**config.mk**
```make
export PLATFORM = sky130hd
export DESIGN_NAME = mpfb_pixgen
export DESIGN_NICKNAME = d
export VERILOG_FILES = /design/src/rtl/core/mpfb_pkg.sv /design/src/rtl/core/mpfb_pixgen.sv
export SDC_FILE = /design/constraint.sdc
export NUM_CORES = 1
export LEC_CHECK = 0
export BUFFER_PORTS_ARGS = -buffer_cell sky130_fd_sc_hd__buf_4
export CORE_AREA = 4 4 97 99
export DETAILED_ROUTE_END_ITERATION = 10
export DIE_AREA = 0 0 101 103
export PLACE_DENSITY = 0.63
export SYNTH_ARGS = -nofsm -noshare
export SYNTH_HDL_FRONTEND = slang
export SYNTH_SLANG_ARGS = --single-unit
```
**constraint.sdc**
```tcl
create_clock -name aclk -period 7.4 [get_ports aclk]
set_input_delay 0.74 -clock aclk [delete_from_list [all_inputs] [get_ports aclk]]
set_output_delay 0.74 -clock aclk [all_outputs]
set_load 0.05 [all_outputs]
```
**src/rtl/core/mpfb_pkg.sv**
```systemverilog
`default_nettype none

package mpfb_pkg;

    localparam int SCREEN_WIDTH  = 128;
    localparam int SCREEN_HEIGHT = 64;
    localparam int STORE_BYTES   = 1024;

    localparam int ADDR_W = $clog2(STORE_BYTES);
    // wide enough for any pixel address before the range check
    localparam int FULL_W = 14;

    localparam logic [1:0] OUTLINE_LAST_PHASE = 2'd3;

    typedef enum logic [2:0] {
        KIND_SET_PIXEL   = 3'd0,
        KIND_CLEAR_PIXEL = 3'd1,
        KIND_VLINE       = 3'd2,
        KIND_HLINE       = 3'd3,
        KIND_RECT_LINE   = 3'd4,
        KIND_RECT_FILL   = 3'd5,
        KIND_CLEAR_ALL   = 3'd6,
        KIND_READ_BYTE   = 3'd7
    } kind_t;

    typedef enum logic [2:0] {
        ST_SWEEP,
        ST_IDLE,
        ST_DRAW,
        ST_READ,
        ST_READ_WAIT,
        ST_FINISH
    } state_t;

    typedef struct packed {
        kind_t       kind;
        logic [7:0]  x_start;
        logic [7:0]  y_start;
        logic [7:0]  x_end;
        logic [7:0]  y_end;
        logic [7:0]  run_length;
        logic [9:0]  byte_index;
    } in_item_t;

    typedef struct packed {
        logic [7:0] read_data;
        logic       done_res;
    } out_item_t;

    typedef struct packed {
        logic              valid;
        logic [ADDR_W-1:0] addr;
        logic [7:0]        mask;
        logic              on;
    } pix_t;

endpackage

`default_nettype wire

```
**src/rtl/core/mpfb_pixgen.sv**
```systemverilog
`default_nettype none

module mpfb_pixgen (
    input  wire                      aclk,
    input  wire                      aresetn,
    input  wire                      start,
    input  wire                      enable,
    input  wire mpfb_pkg::in_item_t  cmd,
    output mpfb_pkg::pix_t           pix,
    output logic                     last
);

    logic [1:0] phase_reg, phase_next;
    logic [7:0] col_reg, col_next;
    logic [7:0] row_reg, row_next;

    logic [7:0] len;
    logic [7:0] ht;
    logic [7:0] bx;
    logic [7:0] by;
    logic [7:0] cols;
    logic [8:0] rows;
    logic       empty;
    logic       row_last;
    logic       col_last;
    logic       phase_done;
    logic       last_phase;
    logic [7:0] x;
    logic [7:0] y;
    logic [mpfb_pkg::FULL_W-1:0] addr_full;
    logic       on_screen;
    logic       in_store;

    assign len = cmd.x_end - cmd.x_start + 8'd1;
    assign ht  = cmd.y_end - cmd.y_start;

    // every drawing command is a sequence of up to four pixel blocks
    always_comb begin
        bx   = cmd.x_start;
        by   = cmd.y_start;
        cols = 8'd1;
        rows = 9'd1;
        case (cmd.kind)
            mpfb_pkg::KIND_VLINE: begin
                rows = {1'b0, cmd.run_length};
            end
            mpfb_pkg::KIND_HLINE: begin
                cols = cmd.run_length;
                rows = 9'd2;
            end
            mpfb_pkg::KIND_RECT_LINE: begin
                case (phase_reg)
                    2'd0: begin
                        cols = len;
                        rows = 9'd2;
                    end
                    2'd1: begin
                        by   = cmd.y_end;
                        cols = len;
                        rows = 9'd2;
                    end
                    2'd2: begin
                        rows = {1'b0, ht};
                    end
                    default: begin
                        bx   = cmd.x_end;
                        rows = {1'b0, ht};
                    end
                endcase
            end
            mpfb_pkg::KIND_RECT_FILL: begin
                cols = len;
                rows = {1'b0, ht} + 9'd1;
            end
            default: begin
                cols = 8'd1;
            end
        endcase
    end

    assign empty      = (cols == 8'd0) || (rows == 9'd0);
    assign row_last   = ({1'b0, row_reg} == rows - 9'd1);
    assign col_last   = (col_reg == cols - 8'd1);
    assign phase_done = empty || (row_last && col_last);
    assign last_phase = (cmd.kind != mpfb_pkg::KIND_RECT_LINE)
                        || (phase_reg == mpfb_pkg::OUTLINE_LAST_PHASE);
    assign last       = enable && phase_done && last_phase;

    assign x = bx + col_reg;
    assign y = by + row_reg;

    assign addr_full = mpfb_pkg::FULL_W'(x)
                     + mpfb_pkg::FULL_W'(y[7:3]) * mpfb_pkg::FULL_W'(mpfb_pkg::SCREEN_WIDTH);
    assign on_screen = ({1'b0, x} < 9'(mpfb_pkg::SCREEN_WIDTH))
                    && ({1'b0, y} < 9'(mpfb_pkg::SCREEN_HEIGHT));
    assign in_store  = addr_full < mpfb_pkg::FULL_W'(mpfb_pkg::STORE_BYTES);

    always_comb begin
        pix.valid = enable && !empty && on_screen && in_store;
        pix.addr  = addr_full[mpfb_pkg::ADDR_W-1:0];
        pix.mask  = 8'd1 << y[2:0];
        pix.on    = (cmd.kind != mpfb_pkg::KIND_CLEAR_PIXEL);
    end

    always_comb begin
        phase_next = phase_reg;
        col_next   = col_reg;
        row_next   = row_reg;
        if (start) begin
            phase_next = 2'd0;
            col_next   = 8'd0;
            row_next   = 8'd0;
        end else if (enable) begin
            if (phase_done) begin
                col_next = 8'd0;
                row_next = 8'd0;
                if (!last_phase) begin
                    phase_next = phase_reg + 2'd1;
                end
            end else if (row_last) begin
                row_next = 8'd0;
                col_next = col_reg + 8'd1;
            end else begin
                row_next = row_reg + 8'd1;
            end
        end
    end

    always_ff @(posedge aclk) begin
        if (!aresetn) begin
            phase_reg <= 2'd0;
            col_reg   <= 8'd0;
            row_reg   <= 8'd0;
        end else begin
            phase_reg <= phase_next;
            col_reg   <= col_next;
            row_reg   <= row_next;
        end
    end

endmodule

`default_nettype wire

```
# Yosys cells after proc, flatten, opt, wreduce, memory -nomap -nowiden
# Cells that the tools add are included.
# totals
reg_bits	18
elab_cells	64
in_bits	57
out_inout_bits	21
# classes
reduce_logical	20
addsub	12
shift	1
eq_ne	11
n_bitwise	2
mux	12
n_lt_le_gt_ge	3
# op_table
operator	count
8-bit two-way mux	10
9-bit one-hot mux with 4 select lines	1
8-bit by 1-bit adder with 8-bit output (second input constant)	3
8-bit one-hot mux with 3 select lines	1
8-bit adder	2
8-bit subtractor	2
8-bit by 12-bit adder with 13-bit output	1
13-bit by 11-bit less-than comparator with 1-bit output (second input constant)	1
8-bit by 1-bit adder with 9-bit output (second input constant)	1
8-bit by 9-bit == test with 1-bit output	1
9-bit zero test	1
9-bit by 1-bit subtractor with 9-bit output (second input constant)	1
8-bit == test	1
8-bit zero test	1
8-bit by 7-bit less-than comparator with 1-bit output (second input constant)	1
8-bit less-than comparator (second input constant)	1
1-bit by 3-bit left shift with 8-bit output (first input constant)	1
8-bit by 1-bit subtractor with 8-bit output (second input constant)	1
1-bit logical AND	7
3-bit by 2-bit == test with 1-bit output (second input constant)	2
3-bit == test (second input constant)	2
2-bit == test (second input constant)	2
2-bit OR reduction	2
1-bit logical OR	3
other kinds (11)	12

# Logic depth before layout (Yosys ltp)
# depth
depth_word	10
ltp_mapped	19
depth_no_buf	18

# Worst setup path after synthesis
# No wires, ideal clock.
# synth_path
path_kind	input to output
startpoint	input port cmd[18] (netlist name)
endpoint	output port last
stages	18
path_slack_ns	1.530
arrival_time_ns	5.130
path_cell_list	inv_1 -> ha_1 -> fa_1 -> inv_1 -> ha_1 -> nor2b_1 -> o32a_1 -> ha_1 -> clkbuf_1 -> inv_1 -> nor2_1 -> nand4_1 -> or4b_1 -> nor4b_2 -> a21oi_1 -> a211oi_4 -> o21ai_2 -> nor3_1
# synth_between
elab_chain_cells	9
elab_cells_between_ends	12
cone_classes	add/sub: 3; eq/ne: 1; mux: 2; reduce/logical: 6
# synth_rtl
element	line_no	source
from (decl)	mpfb_pixgen.sv:8	input wire mpfb_pkg::in_item_t cmd,
8-bit subtractor *	mpfb_pixgen.sv:35	assign ht = cmd.y_end - cmd.y_start;
8-bit by 1-bit adder with 9-bit output / 8-bit two-way mux (equally long branches)	mpfb_pixgen.sv:73, mpfb_pixgen.sv:52	
9-bit one-hot mux with 4 select lines *	mpfb_pixgen.sv:43	case (cmd.kind)
9-bit by 1-bit subtractor with 9-bit output	mpfb_pixgen.sv:82	assign row_last = ({1'b0, row_reg} == rows - 9'd1);
8-bit by 9-bit == test with 1-bit output	mpfb_pixgen.sv:82	
1-bit logical AND	mpfb_pixgen.sv:84	assign phase_done = empty || (row_last && col_last);
1-bit logical OR *	mpfb_pixgen.sv:84	
1-bit logical AND * (2 in a row)	mpfb_pixgen.sv:87	assign last = enable && phase_done && last_phase;
to (decl)	mpfb_pixgen.sv:10	output logic last
# Every way passes the cells marked *; elsewhere a longest branch is shown, timed or not.

# Worst setup path in the final report
# Same ends and word-level chain as after synthesis.

==> impl_metrics.ini <==
[cells_and_area]
design.final.nets = 675
area_growth_pct = 17.3
post_layout_nonfiller_instances = 677
post_route_cells_drive_above_1_share_pct = 17.4
diodes_inserted = 0
design_area_um2 = 4440
finalCoreUtilization_pct = 51.9

[clock_network]
cts_buffers = 3
cts.sinks = 18
clockRootBuffer = clkbuf_8
cts_max_path_buffers = 2
worst_setup_hold_path_clk_slew_ns = 0.07
htree_levels = 1
cts_hold_buffers = 0
cts.repair_timing.setup_buffer_count = 0
cts_resized = 0
cts_tree = yes
insertion_delay_ns = 0.25

[drt]
first_iter_violations = 102
drt_wl_total_um = 10100
via_per_inst = 5.70
routedWlPerCell_um = 14.9
routed-via-count = 3856
drc_errors = 0
detail-route-antenna-nets = 0
firstDrtPassIters = 4

[setup_path]
critPathArrivalTime_ns = 4.98
worstSetupPathType = in -> out
critPathCaptureType = output port
cp_data_required_time_ns = 6.66
path_max_fanout = 8
critPathLaunchType = input port

[yosys]
synth.cell_area_um2 = 3780
synth-edff-count = 0
synth_cell_type_count = 77
synthFlopType = dfxtp_1
yosysTopAreaCell = ha_1
yosys.cell_count.top_type = ha_1
synthesis.instances = 509
asyncSetResetFlopFracSynth_pct = 0
synth-seq-cells = 18
avgSynthCellArea_um2 = 7.44
number_of_nets_produced_by_synthesis = 614
share_of_synthesized_area_occupied_by_flip_flops_and_latches_pct = 9.52
post_synth_most_frequent_cells = 44 x ha_1, 40 x nor2_1, 39 x nand2_1
synthesis.yosys.warnings = 0
synth_top_area_share_pct = 14.5
synth_top_cells_by_area = ha_1 15%, dfxtp_1 9.5%, xnor2_1 7.9%

[grt]
grt_use_total_pct = 19.3
first_global_vias = 3574
grt_first_pass_wirelength_um = 16500
grt_antenna_before_repair = 0
total_congestion_overflow_after_global_routing = 0
grt_max_degree = 18

[placement]
placed_cells_incl_taps = 673
placed_cell_area_um2 = 4390
place_hpwl_um = 8520
gp_congestion = 0.840
portBuffers = 67

[pwr]
vdd_drop_max_mv = 0.0520
leakagePower_uw = 0.00195
cellPowerDensity_nw_per_um2 = 107

[flow_run]
max-cap-violations = 0

[sta]
finalMaxSlewViolations = 0
grt_setup_unrepaired = no
clock-skew-final_ns = 0.00136
clock.fmax_mhz = 175
timing_worst_slew_pin_value_ns = 0.727
finalSetupViolations = 0
worst_slew_margin_rel_pct = 51.5
period_share_pct = 77.4
hold_viol_final = 0
setup_total_negative_slack_ns = 0
finalWorstPathRequiredPeriod_ns = 5.72

[floorplanning]
die-area_um2 = 10400
die_height_um = 103
placeableCoreArea_um2 = 8550
placement_rows = 34
initial_util_pct = 44.3
pin_count = 78
die_x_um = 101

[worst_hold_path]
hold_class = reg -> reg

[run_status]
run_status = completed
-- report_power, final --
group / total (uW) / internal (uW) / switching, uW
logic: 293 / 119 / 174
clock network: 82.6 / 47.3 / 35.3
registers: 99.0 / 97.4 / 1.60
-- per-stage QoR --
step	worst slack (ns)	total power, uW	hold slack, ns
final	1.68	475	0.508
after global routing	1.36	510	0.547
after CTS	1.67	477	0.514
after detailed placement	1.70	393	0.503
after global placement	1.71	388	0.485
after floorplan	1.53	318	0.466
-- cells by family after synthesis --
family | share of synthesized area, %
buffers and inverters | 5.06
AO/OA/AOI/OAI | 25.4
AND/OR/NAND/NOR | 26.6
XOR/XNOR | 12.7
adder cells (fa/ha/maj) | 16.7
flip-flops | 9.52
multiplexers | 4.10
-- placed cells by master, fill, tap and decap left out, types with 9 or more instances in the layout --
cell	n
a21oi_1	27
nor3_1	22
inv_1	37
o21ai_0	24
nand3_1	12
nand2_1	39
dfxtp_1	18
o21bai_1	9
ha_1	44
nor2_1	40
xor2_1	19
nand2b_1	11
buf_4	69
xnor2_1	34
-- metal layers --
layer / track usage (%) / wire length [um]
met1: 23.5 / 4410
met2: 37.4 / 5070
met3: 2.50 / 522
met4: 1.64 / 82
met5: 0 / 0
-- cell type report --
type / count / area [um^2]
Fill cell: 866 / 4110
Multi-Input combinational cell: 441 / 3230
Timing Repair Buffer: 69 / 518
Sequential cell: 18 / 360
Inverter: 37 / 139
Tap cell: 108 / 135
Clock buffer: 4 / 55.1
-- final timing paths --
| path | from | end | slack, ns | cells past startpoint |
|---|---|---|---|---|
| worst max-delay path | cmd[18] | last | 1.68 | 19 |
| worst min-delay path | phase_reg[0]$_SDFFE_PP0P_ | phase_reg[0]$_SDFFE_PP0P_ | 0.51 | 2 |
| worst max register to register | phase_reg[0]$_SDFFE_PP0P_ | col_reg[7]$_SDFFE_PP0P_ | 3.28 | 15 |
| worst min register to register | phase_reg[0]$_SDFFE_PP0P_ | phase_reg[0]$_SDFFE_PP0P_ | 0.51 | 2 |
-- worst max-delay path, stage by stage --
cell and delay (ns):
buf_4 0.09, inv_1 0.03, ha_1 0.21, fa_1 0.58, inv_1 0.08, ha_1 0.27
nor2b_1 0.11, o32a_1 0.22, ha_1 0.31, inv_1 0.09, nor2_1 0.11, nand4_1 0.17
or4b_1 0.56, nor4b_2 0.26, a21oi_1 0.10, a211oi_4 0.39, o21ai_2 0.19, nor3_1 0.22
buf_4 0.22
(Power assumes the default switching activity.)
